File: src/sv/eofp_pkg.sv
package eofp_pkg;

  // Hard ceiling on any frame length, on top of the programmable limit
  localparam int unsigned MAX_FRAME_BYTES = 65536;
  localparam int unsigned FRAME_W = 17;
  localparam int unsigned OPS_W = 12;

  // Result kinds
  localparam logic [1:0] KIND_OP_HEADER = 2'd0;
  localparam logic [1:0] KIND_TEXT      = 2'd1;
  localparam logic [1:0] KIND_FRAME_END = 2'd2;
  localparam logic [1:0] KIND_TOO_LONG  = 2'd3;

  // Configuration registers
  localparam int unsigned APB_ADDR_W = 3;
  localparam logic [APB_ADDR_W-3:0] REG_FRAME_LIMIT = '0;
  localparam logic [FRAME_W-1:0] FRAME_LIMIT_RESET = FRAME_W'(65536);

  // Queue between parser and result sequencer
  localparam int unsigned QUEUE_DEPTH = 4;
  localparam int unsigned QUEUE_AW = $clog2(QUEUE_DEPTH);

  // Everything one input byte gives: a first result and optionally a
  // trailing frame end carried in the same entry
  typedef struct packed {
    logic [1:0]         kind;
    logic               second;
    logic [7:0]         op_kind;
    logic [63:0]        op_sequence;
    logic [31:0]        line_number;
    logic [31:0]        column_number;
    logic [FRAME_W-1:0] text_length;
    logic [7:0]         text_byte;
    logic [7:0]         frame_flags;
    logic [63:0]        packet_number;
    logic [OPS_W-1:0]   op_count;
  } run_t;

endpackage

File: src/sv/eofp_if.sv
interface eofp_in_if;
  logic       valid;
  logic       ready;
  logic [7:0] stream_byte;

  modport source (output valid, output stream_byte, input ready);
  modport sink (input valid, input stream_byte, output ready);
endinterface

interface eofp_out_if;
  logic        valid;
  logic        ready;
  logic [1:0]  kind;
  logic        last_of_run;
  logic [7:0]  frame_flags;
  logic [63:0] packet_number;
  logic [11:0] op_count;
  logic [7:0]  op_kind;
  logic [63:0] op_sequence;
  logic [31:0] line_number;
  logic [31:0] column_number;
  logic [16:0] text_length;
  logic [7:0]  text_byte;

  modport source (
    output valid, output kind, output last_of_run, output frame_flags,
    output packet_number, output op_count, output op_kind, output op_sequence,
    output line_number, output column_number, output text_length,
    output text_byte, input ready
  );
  modport sink (
    input valid, input kind, input last_of_run, input frame_flags,
    input packet_number, input op_count, input op_kind, input op_sequence,
    input line_number, input column_number, input text_length,
    input text_byte, output ready
  );
endinterface

File: src/sv/eofp_front.sv
module eofp_front (
  input  logic                        clk,
  input  logic                        rst,
  input  logic                        accept,
  input  logic [7:0]                  stream_byte,
  input  logic [eofp_pkg::FRAME_W-1:0] frame_limit,
  output logic                        push,
  output eofp_pkg::run_t              run
);
  import eofp_pkg::*;

  localparam logic [3:0] PH_LEN     = 4'd0;
  localparam logic [3:0] PH_FLAGS   = 4'd1;
  localparam logic [3:0] PH_PKT     = 4'd2;
  localparam logic [3:0] PH_CIDLEN  = 4'd3;
  localparam logic [3:0] PH_CIDSKIP = 4'd4;
  localparam logic [3:0] PH_OPTYPE  = 4'd5;
  localparam logic [3:0] PH_OPSEQ   = 4'd6;
  localparam logic [3:0] PH_OPLINE  = 4'd7;
  localparam logic [3:0] PH_OPCOL   = 4'd8;
  localparam logic [3:0] PH_OPTLEN  = 4'd9;
  localparam logic [3:0] PH_OPTEXT  = 4'd10;
  localparam logic [3:0] PH_DRAIN   = 4'd11;

  localparam logic [FRAME_W-1:0] FRAME_MAX = FRAME_W'(MAX_FRAME_BYTES);
  localparam logic [OPS_W-1:0] OPS_MAX = '1;

  logic [3:0]         phase, phase_next;
  logic [2:0]         cnt, cnt_next;
  logic               halted, halted_next;
  logic [63:0]        shift, shift_next;
  logic [FRAME_W-1:0] frame_left, frame_left_next;
  logic [FRAME_W-1:0] skip, skip_next;
  logic [7:0]         flags, flags_next;
  logic [63:0]        pkt, pkt_next;
  logic [7:0]         opk, opk_next;
  logic [63:0]        seq, seq_next;
  logic [31:0]        line, line_next;
  logic [31:0]        col, col_next;
  logic [OPS_W-1:0]   ops, ops_next;

  logic [63:0]        shifted;
  logic [2:0]         cnt_inc;
  logic [31:0]        len;
  logic [FRAME_W-1:0] limit;
  logic [FRAME_W-1:0] skip_dec;
  logic [OPS_W-1:0]   ops_inc;
  logic               len_fits;

  always_comb begin
    shifted  = {shift[55:0], stream_byte};
    cnt_inc  = cnt + 3'd1;
    len      = shifted[31:0];
    limit    = (frame_limit > FRAME_MAX) ? FRAME_MAX : frame_limit;
    skip_dec = (skip == '0) ? skip : skip - 1'b1;
    ops_inc  = (ops == OPS_MAX) ? ops : ops + 1'b1;
    // fits in what is left after this byte
    len_fits = len < {{(32 - FRAME_W){1'b0}}, frame_left};
  end

  always_comb begin
    phase_next      = phase;
    cnt_next        = cnt;
    halted_next     = halted;
    shift_next      = shift;
    frame_left_next = frame_left;
    skip_next       = skip;
    flags_next      = flags;
    pkt_next        = pkt;
    opk_next        = opk;
    seq_next        = seq;
    line_next       = line;
    col_next        = col;
    ops_next        = ops;
    push            = 1'b0;
    run             = '0;

    if (accept && !halted) begin
      if (phase == PH_LEN) begin
        shift_next = shifted;
        cnt_next   = cnt_inc;
        if (cnt_inc == 3'd4) begin
          cnt_next   = '0;
          shift_next = '0;
          flags_next = '0;
          pkt_next   = '0;
          ops_next   = '0;
          if (len > {{(32 - FRAME_W){1'b0}}, limit}) begin
            push        = 1'b1;
            run.kind    = KIND_TOO_LONG;
            halted_next = 1'b1;
          end else if (len == '0) begin
            push     = 1'b1;
            run.kind = KIND_FRAME_END;
          end else begin
            frame_left_next = len[FRAME_W-1:0];
            phase_next      = PH_FLAGS;
          end
        end
      end else begin
        frame_left_next = frame_left - 1'b1;
        unique case (phase)
          PH_FLAGS: begin
            flags_next = stream_byte;
            phase_next = PH_PKT;
          end
          PH_PKT: begin
            shift_next = shifted;
            cnt_next   = cnt_inc;
            if (cnt_inc == 3'd0) begin
              pkt_next   = shifted;
              phase_next = PH_CIDLEN;
            end
          end
          PH_CIDLEN: begin
            shift_next = shifted;
            cnt_next   = cnt_inc;
            if (cnt_inc == 3'd4) begin
              cnt_next = '0;
              if (!len_fits) begin
                phase_next = PH_DRAIN;
              end else if (len == '0) begin
                phase_next = PH_OPTYPE;
              end else begin
                skip_next  = len[FRAME_W-1:0];
                phase_next = PH_CIDSKIP;
              end
            end
          end
          PH_CIDSKIP: begin
            skip_next = skip_dec;
            if (skip_dec == '0) phase_next = PH_OPTYPE;
          end
          PH_OPTYPE: begin
            opk_next   = stream_byte;
            cnt_next   = '0;
            phase_next = PH_OPSEQ;
          end
          PH_OPSEQ: begin
            shift_next = shifted;
            cnt_next   = cnt_inc;
            if (cnt_inc == 3'd0) begin
              seq_next   = shifted;
              phase_next = PH_OPLINE;
            end
          end
          PH_OPLINE: begin
            shift_next = shifted;
            cnt_next   = cnt_inc;
            if (cnt_inc == 3'd4) begin
              cnt_next   = '0;
              line_next  = len;
              phase_next = PH_OPCOL;
            end
          end
          PH_OPCOL: begin
            shift_next = shifted;
            cnt_next   = cnt_inc;
            if (cnt_inc == 3'd4) begin
              cnt_next   = '0;
              col_next   = len;
              phase_next = PH_OPTLEN;
            end
          end
          PH_OPTLEN: begin
            shift_next = shifted;
            cnt_next   = cnt_inc;
            if (cnt_inc == 3'd4) begin
              cnt_next = '0;
              if (!len_fits) begin
                phase_next = PH_DRAIN;
              end else begin
                push              = 1'b1;
                run.kind          = KIND_OP_HEADER;
                run.op_kind       = opk;
                run.op_sequence   = seq;
                run.line_number   = line;
                run.column_number = col;
                run.text_length   = len[FRAME_W-1:0];
                if (len == '0) begin
                  ops_next   = ops_inc;
                  phase_next = PH_OPTYPE;
                end else begin
                  skip_next  = len[FRAME_W-1:0];
                  phase_next = PH_OPTEXT;
                end
              end
            end
          end
          PH_OPTEXT: begin
            push          = 1'b1;
            run.kind      = KIND_TEXT;
            run.text_byte = stream_byte;
            skip_next     = skip_dec;
            if (skip_dec == '0) begin
              ops_next   = ops_inc;
              phase_next = PH_OPTYPE;
            end
          end
          default: begin
          end
        endcase

        // last byte of the frame: append the frame summary
        if (frame_left == FRAME_W'(1)) begin
          if (push) begin
            run.second = 1'b1;
          end else begin
            run.kind = KIND_FRAME_END;
          end
          push              = 1'b1;
          run.frame_flags   = flags_next;
          run.packet_number = pkt_next;
          run.op_count      = ops_next;
          phase_next        = PH_LEN;
          cnt_next          = '0;
          shift_next        = '0;
          skip_next         = '0;
        end
      end
    end
  end

  always_ff @(posedge clk) begin
    if (rst) begin
      phase  <= PH_LEN;
      cnt    <= '0;
      halted <= 1'b0;
    end else begin
      phase  <= phase_next;
      cnt    <= cnt_next;
      halted <= halted_next;
    end
  end

  always_ff @(posedge clk) begin
    shift      <= shift_next;
    frame_left <= frame_left_next;
    skip       <= skip_next;
    flags      <= flags_next;
    pkt        <= pkt_next;
    opk        <= opk_next;
    seq        <= seq_next;
    line       <= line_next;
    col        <= col_next;
    ops        <= ops_next;
  end

endmodule

File: src/sv/eofp_queue.sv
module eofp_queue (
  input  logic           clk,
  input  logic           rst,
  input  logic           push,
  input  eofp_pkg::run_t push_data,
  input  logic           pop,
  output logic           full,
  output logic           empty,
  output eofp_pkg::run_t head
);
  import eofp_pkg::*;

  run_t                entries [QUEUE_DEPTH];
  logic [QUEUE_AW-1:0] wr_ptr;
  logic [QUEUE_AW-1:0] rd_ptr;
  logic [QUEUE_AW:0]   count;
  logic                do_push;
  logic                do_pop;

  assign full    = count == (QUEUE_AW + 1)'(QUEUE_DEPTH);
  assign empty   = count == '0;
  assign do_push = push && !full;
  assign do_pop  = pop && !empty;
  assign head    = entries[rd_ptr];

  always_ff @(posedge clk) begin
    if (rst) begin
      wr_ptr <= '0;
      rd_ptr <= '0;
      count  <= '0;
    end else begin
      if (do_push) wr_ptr <= wr_ptr + 1'b1;
      if (do_pop) rd_ptr <= rd_ptr + 1'b1;
      unique case ({do_push, do_pop})
        2'b10:   count <= count + 1'b1;
        2'b01:   count <= count - 1'b1;
        default: count <= count;
      endcase
    end
  end

  always_ff @(posedge clk) begin
    if (do_push) entries[wr_ptr] <= push_data;
  end

endmodule

File: src/sv/eofp_back.sv
module eofp_back (
  input  logic              clk,
  input  logic              rst,
  input  eofp_pkg::run_t    head,
  input  logic              empty,
  output logic              pop,
  eofp_out_if.source        results
);
  import eofp_pkg::*;

  typedef struct packed {
    logic [1:0]         kind;
    logic               last_of_run;
    logic [7:0]         frame_flags;
    logic [63:0]        packet_number;
    logic [OPS_W-1:0]   op_count;
    logic [7:0]         op_kind;
    logic [63:0]        op_sequence;
    logic [31:0]        line_number;
    logic [31:0]        column_number;
    logic [FRAME_W-1:0] text_length;
    logic [7:0]         text_byte;
  } res_t;

  logic             out_valid;
  res_t             out_res;
  res_t             res_next;
  logic             pend;
  logic [7:0]       pend_flags;
  logic [63:0]      pend_pkt;
  logic [OPS_W-1:0] pend_ops;
  logic             load;
  logic             is_end;

  assign load   = !out_valid || results.ready;
  assign pop    = load && !pend && !empty;
  assign is_end = head.kind == KIND_FRAME_END;

  always_comb begin
    res_next = '0;
    if (pend) begin
      res_next.kind          = KIND_FRAME_END;
      res_next.last_of_run   = 1'b1;
      res_next.frame_flags   = pend_flags;
      res_next.packet_number = pend_pkt;
      res_next.op_count      = pend_ops;
    end else begin
      res_next.kind          = head.kind;
      res_next.last_of_run   = !head.second;
      res_next.frame_flags   = is_end ? head.frame_flags : '0;
      res_next.packet_number = is_end ? head.packet_number : '0;
      res_next.op_count      = is_end ? head.op_count : '0;
      res_next.op_kind       = head.op_kind;
      res_next.op_sequence   = head.op_sequence;
      res_next.line_number   = head.line_number;
      res_next.column_number = head.column_number;
      res_next.text_length   = head.text_length;
      res_next.text_byte     = head.text_byte;
    end
  end

  always_ff @(posedge clk) begin
    if (rst) begin
      out_valid <= 1'b0;
      pend      <= 1'b0;
    end else if (load) begin
      out_valid <= pend || !empty;
      if (pend) begin
        pend <= 1'b0;
      end else if (!empty) begin
        pend <= head.second;
      end
    end
  end

  always_ff @(posedge clk) begin
    if (load) out_res <= res_next;
    if (pop) begin
      pend_flags <= head.frame_flags;
      pend_pkt   <= head.packet_number;
      pend_ops   <= head.op_count;
    end
  end

  assign results.valid         = out_valid;
  assign results.kind          = out_res.kind;
  assign results.last_of_run   = out_res.last_of_run;
  assign results.frame_flags   = out_res.frame_flags;
  assign results.packet_number = out_res.packet_number;
  assign results.op_count      = out_res.op_count;
  assign results.op_kind       = out_res.op_kind;
  assign results.op_sequence   = out_res.op_sequence;
  assign results.line_number   = out_res.line_number;
  assign results.column_number = out_res.column_number;
  assign results.text_length   = out_res.text_length;
  assign results.text_byte     = out_res.text_byte;

endmodule

File: src/sv/edit_op_frame_parser_top.sv
// Path: a byte is decoded combinationally, written to the queue, then registered out.
// Throughput: one stream byte per cycle while the queue has room; one output result
//   per cycle while the sink is ready, so a frame's last byte with a header or text
//   byte plus the frame summary yields two results, absorbed by a four-entry queue.
// Reset (synchronous, active high): parser waits for a frame length, error
//   halt is cleared, queue and output are emptied, frame_limit returns to 65536.
module edit_op_frame_parser_top (
  input  logic                                 clk,
  input  logic                                 rst,
  eofp_in_if.sink                              stream,
  eofp_out_if.source                           results,
  input  logic                                 psel,
  input  logic                                 penable,
  input  logic                                 pwrite,
  input  logic [eofp_pkg::APB_ADDR_W-1:0]      paddr,
  input  logic [31:0]                          pwdata,
  output logic [31:0]                          prdata,
  output logic                                 pready
);
  import eofp_pkg::*;

  logic [FRAME_W-1:0]      frame_limit;
  logic [APB_ADDR_W-3:0]   reg_index;
  logic                    cfg_write;
  logic                    accept;
  logic                    push;
  run_t                    run;
  logic                    q_full;
  logic                    q_empty;
  logic                    pop;
  run_t                    head;

  // Configuration port: pready held high, one 32-bit word per register.
  assign pready    = 1'b1;
  assign reg_index = paddr[APB_ADDR_W-1:2];
  assign cfg_write = psel && penable && pwrite && pready;

  always_ff @(posedge clk) begin
    if (rst) begin
      frame_limit <= FRAME_LIMIT_RESET;
    end else if (cfg_write && reg_index == REG_FRAME_LIMIT) begin
      // keep the low 17 bits; writes to unmapped words are dropped
      frame_limit <= pwdata[FRAME_W-1:0];
    end
  end

  always_comb begin
    prdata = '0;
    if (reg_index == REG_FRAME_LIMIT) prdata = {{(32 - FRAME_W){1'b0}}, frame_limit};
  end

  // Accept a byte whenever the queue has room. The parser decides every
  // byte in the cycle it arrives, so one queue slot covers every possible
  // outcome of that byte, including the frame-end summary appended to it.
  // Bytes that arrive after a frame-too-long error are still taken and dropped.
  assign stream.ready = !q_full;
  assign accept       = stream.valid && stream.ready;

  // Front: byte-serial frame and record parser.
  eofp_front u_front (
    .clk         (clk),
    .rst         (rst),
    .accept      (accept),
    .stream_byte (stream.stream_byte),
    .frame_limit (frame_limit),
    .push        (push),
    .run         (run)
  );

  // Decouple the parser from a stalling sink.
  eofp_queue u_queue (
    .clk       (clk),
    .rst       (rst),
    .push      (push),
    .push_data (run),
    .pop       (pop),
    .full      (q_full),
    .empty     (q_empty),
    .head      (head)
  );

  // Back: unfold each queue entry into one or two registered results.
  eofp_back u_back (
    .clk     (clk),
    .rst     (rst),
    .head    (head),
    .empty   (q_empty),
    .pop     (pop),
    .results (results)
  );

endmodule

File: src/flat_wrapper.sv
// flat-port wrapper written by rule: the top's interface ports become plain ports
module edit_op_frame_parser_top_flat import eofp_pkg::*;
  (clk, rst, psel, penable, pwrite, paddr, pwdata, prdata, pready, stream_valid, stream_stream_byte, stream_ready, results_valid, results_kind, results_last_of_run, results_frame_flags, results_packet_number, results_op_count, results_op_kind, results_op_sequence, results_line_number, results_column_number, results_text_length, results_text_byte, results_ready);
  eofp_in_if stream_i ();
  eofp_out_if results_i ();
  input  logic clk;
  input  logic rst;
  input  logic psel;
  input  logic penable;
  input  logic pwrite;
  input  logic [eofp_pkg::APB_ADDR_W-1:0] paddr;
  input  logic [31:0] pwdata;
  output logic [31:0] prdata;
  output logic pready;
  input wire logic [$bits(stream_i.valid)-1:0] stream_valid;
  input wire logic [$bits(stream_i.stream_byte)-1:0] stream_stream_byte;
  output wire logic [$bits(stream_i.ready)-1:0] stream_ready;
  output wire logic [$bits(results_i.valid)-1:0] results_valid;
  output wire logic [$bits(results_i.kind)-1:0] results_kind;
  output wire logic [$bits(results_i.last_of_run)-1:0] results_last_of_run;
  output wire logic [$bits(results_i.frame_flags)-1:0] results_frame_flags;
  output wire logic [$bits(results_i.packet_number)-1:0] results_packet_number;
  output wire logic [$bits(results_i.op_count)-1:0] results_op_count;
  output wire logic [$bits(results_i.op_kind)-1:0] results_op_kind;
  output wire logic [$bits(results_i.op_sequence)-1:0] results_op_sequence;
  output wire logic [$bits(results_i.line_number)-1:0] results_line_number;
  output wire logic [$bits(results_i.column_number)-1:0] results_column_number;
  output wire logic [$bits(results_i.text_length)-1:0] results_text_length;
  output wire logic [$bits(results_i.text_byte)-1:0] results_text_byte;
  input wire logic [$bits(results_i.ready)-1:0] results_ready;
  assign stream_i.valid = stream_valid;
  assign stream_i.stream_byte = stream_stream_byte;
  assign stream_ready = stream_i.ready;
  assign results_valid = results_i.valid;
  assign results_kind = results_i.kind;
  assign results_last_of_run = results_i.last_of_run;
  assign results_frame_flags = results_i.frame_flags;
  assign results_packet_number = results_i.packet_number;
  assign results_op_count = results_i.op_count;
  assign results_op_kind = results_i.op_kind;
  assign results_op_sequence = results_i.op_sequence;
  assign results_line_number = results_i.line_number;
  assign results_column_number = results_i.column_number;
  assign results_text_length = results_i.text_length;
  assign results_text_byte = results_i.text_byte;
  assign results_i.ready = results_ready;
  edit_op_frame_parser_top u_core (.clk(clk), .rst(rst), .stream(stream_i), .results(results_i), .psel(psel), .penable(penable), .pwrite(pwrite), .paddr(paddr), .pwdata(pwdata), .prdata(prdata), .pready(pready));
endmodule
File: config.mk
export PLATFORM = sky130hd
export DESIGN_NAME = edit_op_frame_parser_top_flat
export DESIGN_NICKNAME = d
export VERILOG_FILES = /design/src/sv/eofp_pkg.sv /design/src/sv/eofp_if.sv /design/src/sv/eofp_front.sv /design/src/sv/eofp_queue.sv /design/src/sv/eofp_back.sv /design/src/sv/edit_op_frame_parser_top.sv /design/src/flat_wrapper.sv
export SDC_FILE = /design/constraint.sdc
export NUM_CORES = 2
export LEC_CHECK = 0
export BUFFER_PORTS_ARGS = -buffer_cell sky130_fd_sc_hd__buf_2
export CELL_PAD_IN_SITES_DETAIL_PLACEMENT = 0
export CELL_PAD_IN_SITES_GLOBAL_PLACEMENT = 1
export CORE_MARGIN = 5
export CORE_UTILIZATION = 30
export DETAILED_ROUTE_END_ITERATION = 12
export GPL_TIMING_DRIVEN = 0
export MAX_ROUTING_LAYER = met4
export PLACE_DENSITY = 0.64
export SETUP_SLACK_MARGIN = 0.02
export SLEW_MARGIN = 10
export SYNTH_ARGS = -nofsm -noshare
export SYNTH_HDL_FRONTEND = slang
export SYNTH_SLANG_ARGS = --single-unit
File: constraint.sdc
create_clock -name clk -period 9.78 [get_ports clk]
set_clock_uncertainty 0.05 [all_clocks]
set_input_delay 1.467 -clock clk [delete_from_list [all_inputs] [get_ports clk]]
set_output_delay 1.467 -clock clk [all_outputs]
set_load 0.05 [all_outputs]
== Yosys cells after proc, flatten, opt, wreduce, memory -nomap -nowiden ==
Memories as Yosys holds them, arrays and structs flattened. A register that Yosys moved wholly into a read port is not among the register bits.
Index checks and enable logic that the tools add are counted.

* $add $sub $neg: 8
* Magnitude comparators: 3
* Equal/unequal tests: 30
* Muxes and demuxes: 87
* Bitwise logic cells: 2
* Reductions and logical operators: 44

{| class="wikitable"
|+ Operator list
! kind !! number
|-
| 153-bit two-way mux || 3
|-
| 64-bit two-way mux || 5
|-
| 248-bit two-way mux || 1
|-
| 246-bit two-way mux || 1
|-
| 56-bit two-way mux || 4
|-
| 84-bit two-way mux || 2
|-
| 17-bit two-way mux || 9
|-
| 12-bit two-way mux || 8
|-
| 4-bit two-way mux || 15
|-
| 8-bit two-way mux || 5
|-
| 4-bit case mux with 9 select lines || 1
|-
| 17-bit logical NOT || 2
|-
| 17-bit case mux with 2 select lines || 1
|-
| 17-bit by 1-bit subtractor with 17-bit output (second input constant) || 2
|-
| 32-bit by 17-bit greater-than comparator with 1-bit output || 1
|-
| 32-bit logical NOT || 1
|-
| 32-bit by 17-bit < comparator with 1-bit output || 1
|-
| 12-bit case mux with 2 select lines || 1
|-
| 4-bit AND reduction || 5
|-
| 17-bit by 1-bit equality test with 1-bit output (second input constant) || 1
|-
| 17-bit greater-than comparator (second input constant) || 1
|-
| 1-bit two-way mux || 17
|-
| 4-bit by 3-bit equality test with 1-bit output (second input constant) || 4
|-
| 2-bit two-way mux || 7
|-
| 39 further kinds || 76
|}

* Bits in registers: 676
* Bits in writable memories: 992
* Logic and storage cells: 208
* Memories kept: 1

{| class="wikitable"
|+ Memory list
! name !! depth !! width !! rd ports !! clocked after memory_dff !! write ports !! line !! text
|-
| u_core.u_queue.entries || 4 || 248 || 1 || 1 || 1 || eofp_queue.sv:13 || <nowiki>run_t entries [QUEUE_DEPTH];</nowiki>
|}

== Depth between registers and ports, before layout ==
* Depth in word-level cells: 12
* Mapped depth: 19

== Modules after synthesis ==
A second synthesis with hierarchy kept.

* Cells, all modules: 3632
* Area total of the unflattened synthesis: 65785.6 µm²

{| class="wikitable"
|+ Modules (own cells, without submodules)
! module !! times used !! cells each !! area each (µm²)
|-
| eofp_queue || 1 || 1350 || 36480.0
|-
| eofp_front || 1 || 1365 || 15720.1
|-
| eofp_back || 1 || 805 || 12549.5
|-
| edit_op_frame_parser_top || 1 || 112 || 1036.0
|}

== Worst setup path before layout ==
Ideal clock, no wire load.

* Kind: input port to flip-flop
* Start point: input stream_stream_byte[7]
* End point: memory u_core.u_queue.entries[2][0] (netlist name) (enable)
* Arrival time: 8875 ps
* Data required time: 9090 ps
* Setup slack: 215 ps
* Stages: 8
* Path buffers: 0
* Cells stage by stage: ha_1 > a21oi_1 > o21ai_0 > a2111oi_1 > a21o_1 > a31oi_1 > a221oi_2 > and2_1

* Longest elaborated chain between the ends: 12
* Elaborated cells between the ends (all ways): 17
* Those cells by class: 2 x order compare; 13 x mux; 2 x reduce/logical

{| class="wikitable"
|+ RTL lines
! what !! line !! text
|-
| start: declaration || flat_wrapper.sv:16 || <nowiki>input wire logic [$bits(stream_i.stream_byte)-1:0] stream_stream_byte;</nowiki>
|-
| 32-bit by 17-bit < comparator with 1-bit output || eofp_front.sv:58 || <nowiki>len_fits = len < {{(32 - FRAME_W){1'b0}}, frame_left};</nowiki>
|-
| 1-bit two-way mux || eofp_front.sv:170 || <nowiki>if (!len_fits) begin</nowiki>
|-
| 1-bit two-way mux || eofp_front.sv:168 || <nowiki>if (cnt_inc == 3'd4) begin</nowiki>
|-
| 1-bit case mux with 2 select lines || eofp_front.sv:102 || <nowiki>unique case (phase)</nowiki>
|-
| 1-bit two-way mux || eofp_front.sv:79 || <nowiki>if (phase == PH_LEN) begin</nowiki>
|-
| 1-bit two-way mux || eofp_front.sv:78 || <nowiki>if (accept && !halted) begin</nowiki>
|-
| 1-bit two-way mux || eofp_front.sv:205 || <nowiki>if (frame_left == FRAME_W'(1)) begin</nowiki>
|-
| 1-bit two-way mux (*) || eofp_front.sv:79 ||
|-
| 1-bit two-way mux (*) || eofp_front.sv:78 ||
|-
| 1-bit logical AND (*) || eofp_queue.sv:22 || <nowiki>assign do_push = push && !full;</nowiki>
|-
| 1-bit two-way mux (*) || eofp_queue.sv:43 || <nowiki>if (do_push) entries[wr_ptr] <= push_data;</nowiki>
|-
| 1-bit two-way mux (not written as such) (*) || eofp_queue.sv:43 ||
|-
| end: declaration || eofp_queue.sv:13 ||
|}

Every way passes the cells marked *; elsewhere a longest branch is shown, timed or not. The select of a mux whose other input is x is not followed.

== Worst setup path in the final report ==
* Start point: register u_core.frame_limit[1]
* End point: memory u_core.u_queue.entries[0][206] (netlist name) (enable)

* Longest elaborated chain between the ends: 10

{| class="wikitable"
|+ RTL lines
! what !! line !! text
|-
| start: declaration || edit_op_frame_parser_top.sv:22 || <nowiki>logic [FRAME_W-1:0] frame_limit;</nowiki>
|-
| start signal: assignment || edit_op_frame_parser_top.sv:43 || <nowiki>frame_limit <= pwdata[FRAME_W-1:0];</nowiki>
|-
| 17-bit greater-than comparator || eofp_front.sv:54 || <nowiki>limit = (frame_limit > FRAME_MAX) ? FRAME_MAX : frame_limit;</nowiki>
|-
| 17-bit two-way mux (*) || eofp_front.sv:54 ||
|-
| 32-bit by 17-bit greater-than comparator with 1-bit output (*) || eofp_front.sv:88 || <nowiki>if (len > {{(32 - FRAME_W){1'b0}}, limit}) begin</nowiki>
|-
| 1-bit two-way mux (*) || eofp_front.sv:88 ||
|-
| 1-bit two-way mux (*) || eofp_front.sv:82 || <nowiki>if (cnt_inc == 3'd4) begin</nowiki>
|-
| 1-bit two-way mux (*) || eofp_front.sv:79 ||
|-
| 1-bit two-way mux (*) || eofp_front.sv:78 ||
|-
| 1-bit logical AND (*) || eofp_queue.sv:22 ||
|-
| 1-bit two-way mux (*) || eofp_queue.sv:43 ||
|-
| 1-bit two-way mux (not written as such) (*) || eofp_queue.sv:43 ||
|}

Every way passes the cells marked *; elsewhere a longest branch is shown, timed or not.

==> impl_results.md <==
* Status: complete, no violations
* Psw at 5780 uW
* Max-Cap Viols at 0
* Initial Util at 30.2%
* CTS Root Cell: clkbuf_16
* Worst hold path class: reg2reg
* Sequential area share after synthesis at 76.9%
* Final Max Slew Viols at 0
* Seq cells post-synth at 1670
* Post-synth top cells: 1634 x edfxtp_1, 248 x mux4_2, 232 x nor2_1
* Top-count cell post-synth: edfxtp_1
* Worst EP arrival at 6370 ps
* Die area at 0.225 mm2
* Worst Hold Path EP: u_core.u_front.seq[56]
* Syn avg cell area at 18.6 um2
* # clock sinks at 1670
* Combinational Power Share at 18.6%
* CTS Hold Bufs at 0
* Main synth FF type: edfxtp_1
* R2R cell count at 14
* Largest net degree at the start of global routing at 96
* Final wirelength at 165 mm
* Final #Nets at 4124
* Hold path cells at 0
* Post-route ant nets at 0
* Setup crit start: u_core.frame_limit[1]
* Clock slew at reported path FFs at 60 ps
* Setup_tns at 0 ps
* Routed vias/inst at 4.69
* Placement Setup Slack at 2950 ps
* Top cells by area, synth: edfxtp_1 76%, mux4_2 8.6%, and2_1 2.1%, nor2b_1 1.8%, nor2_1 1.3%
* Endpoints failing hold at 0
* Htree depth at 4
* Min-delay src: u_core.u_front.shift[48]
* Int Pwr at 13300 uW
* Worst Setup End Kind: flop
* VDD IR max at 158 uV
* WL per Instance at 23.5 um
* Post-CTS sizing at 0
* CTS tree: built
* Buffers on Ports at 299
* First-pass GRT wire length at 237 mm
* Max Freq at 168 MHz
* WS Path Type: reg2reg
* Iter 0 DRT Violations at 2333
* Relative slew margins at 16.0%
* Vias at 32900
* CP required at 10210 ps
* Clock share of power at 34.1%
* Post-route DRC at 0
* Asr flop ratio synth at 0%
* Critical path fanouts, max at 47
* Cells after synthesis at 3487
* Core Rows at 170
* Slew @ Worst Pin at 1260 ps
* Setup violators final at 0
* Num CTS Buffers at 170
* Clock latency on the worst-skew pair at 830 ps
* RSZ-0062 raised after global routing: false
* First-pass iteration count of the detailed router at 5
* Die Height at 475 um
* # IOs at 333
* Post-synth top area cell: edfxtp_1
* Period utilization at 60.7%
* CTS Buffer Depth at 3
* Post-DP HPWL at 108 mm
* GRT Util Overall at 14.8%
* Share of cells above drive strength 1 at 21.9%
* EDFF count, synth at 1634
* Die W at 475 um
* Syn. warnings at 0
* Fin Hold WS at 402 ps
* Initial antenna violation count at 21
* Reg2reg setup slack at 3840 ps
* Sw Share at 30.3%
* Synthesized cell area at 0.0647 mm2
* Post-CTS Setup Repair Bufs at 0
* Final worst setup slack at 3840 ps
* Core Region at 0.215 mm2
* Start of the worst register-to-register path: u_core.frame_limit[1]
* Static leakage at 0.0260 uW
* Crit Reg-Reg Endpoint: u_core.u_queue.entries[0][206]
* Vias in the first global route at 33500
* Setup crit start kind: flop
* Final Wtd Congestion at 0.830
* Min Tclk post-route at 5940 ps
* Pwr/cell area at 249 mW/mm2
* Area grow syn2layout at 18.3%
* Distinct cells, synth at 75
* Sequential share of power at 47.4%
* Post-synth top area share at 75.8%
* GR Overflow Total at 0
registers in the layout, summed over array words and instances (netlist names), 17 cells and up, named ones only:
name and cells:
u_core.u_front.col 32, u_core.u_front.seq 64, u_core.u_back.results.line_number 32, u_core.u_back.pend_pkt 64, u_core.u_front.frame_left 17, u_core.u_queue.entries 992, u_core.u_front.shift 56, u_core.frame_limit 17
u_core.u_back.results.text_length 17, u_core.u_back.results.column_number 32, u_core.u_back.results.op_sequence 64, u_core.u_front.skip 17, u_core.u_front.pkt 64, u_core.u_back.results.packet_number 64, u_core.u_front.line 32
power by group through the flow:
| stage | combinational, uW | sequential [uW] | clock [uW] |
|---|---|---|---|
| 3_5_place_dp | 3620 | 9210 | 0 |
| 2_1_floorplan | 1120 | 10500 | 0 |
| 3_3_place_gp | 3970 | 9360 | 0 |
| 4_1_cts | 3630 | 9070 | 6700 |
| 6_report | 3540 | 9040 | 6510 |
| 5_1_grt | 3750 | 9120 | 7010 |
stage by stage:
step	instance area, um2	instances	power [uW]	util (%)
5_1_grt	76600	7005	19900	35.7
6_report	76600	7013	19100	35.7
4_1_cts	76600	6999	19400	35.7
3_3_place_gp	69800	6638	13300	32.5
3_5_place_dp	70900	6693	12800	33.0
2_1_floorplan	64800	3501	11600	-
logic make-up after synthesis:
logic type                 Yosys count  share of synthesized area, %
DFF                               1670                          76.9
and+or+nand+nor                    897                          7.45
muxes                              327                          9.85
AOI/OAI and AO/OA                  289                          3.09
buffers and inverters              232                          1.44
adders and majority gates           47                         0.920
xor gates and xnor gates            23                         0.311
other                                2                        0.0116
cells in the final DEF (no fill, tap or decap), drive strengths merged, types with 7 or more instances in the layout:
| cell type | n |
|---|---|
| mux4 | 248 |
| or3 | 12 |
| mux2i | 78 |
| or2 | 7 |
| dfxtp | 36 |
| nand4 | 17 |
| nor4 | 27 |
| nand2b | 12 |
| a31oi | 12 |
| nor3 | 26 |
| ha | 46 |
| and2 | 222 |
| clkinvlp | 17 |
| clkinv | 62 |
| edfxtp | 1634 |
| diode | 14 |
| buf | 415 |
| bufinv | 16 |
| a22o | 84 |
| nand2 | 104 |
| nor2b | 184 |
| nor2 | 232 |
| and3 | 8 |
| o21ai | 48 |
| a211oi | 13 |
| clkbuf | 333 |
| conb | 16 |
| xnor2 | 17 |
| inv | 49 |
| nand3 | 24 |
| a21oi | 78 |
final cells by class:
| type | instances | area, um2 |
|---|---|---|
| Timing Repair Buffer | 354 | 2500 |
| Multi-Input combinational cell | 1599 | 14100 |
| Antenna cell | 14 | 35.0 |
| Inverter | 42 | 168 |
| Clock buffer | 204 | 4390 |
| Tap cell | 2838 | 3550 |
| Fill cell | 20000 | 138000 |
| Buffer | 190 | 786 |
| Sequential cell | 1670 | 49800 |
| Clock inverter | 102 | 1250 |
worst max-delay path: stages, from the launching register on:
cell      delay (ps)
dfxtp_1          380
nor4_1           500
a41o_1           240
clkbuf_1         310
nand2_1          140
ha_1             310
nand4_1          120
nor2_1           210
o221ai_1         170
a21oi_1          700
nor2_1           180
a221oi_2         740
and2_4           750
buf_16           350
buf_16           290
routing by layer:
metal  vias to the layer above  global-route usage, %  wire (um)
li1                      14800                      -          -
met1                     17100                   19.5      71400
met2                       817                   24.1      80800
met3                       212                   2.66       9020
met4                         0                   3.66       3270
met5                         -                      -          0
how the worst max path moves through the flow:
stage          slack, ps                             end  cells past startpoint
2_1_floorplan        210    u_core.u_queue.entries[2][0]                      8
3_3_place_gp       -6950  u_core.u_queue.entries[0][168]                     11
3_5_place_dp        2950  u_core.u_queue.entries[0][219]                     13
4_1_cts             3680  u_core.u_queue.entries[0][201]                     14
5_1_grt             3380  u_core.u_queue.entries[0][207]                     14
6_report            3840  u_core.u_queue.entries[0][206]                     14
Power figures use the tool's default switching activity.
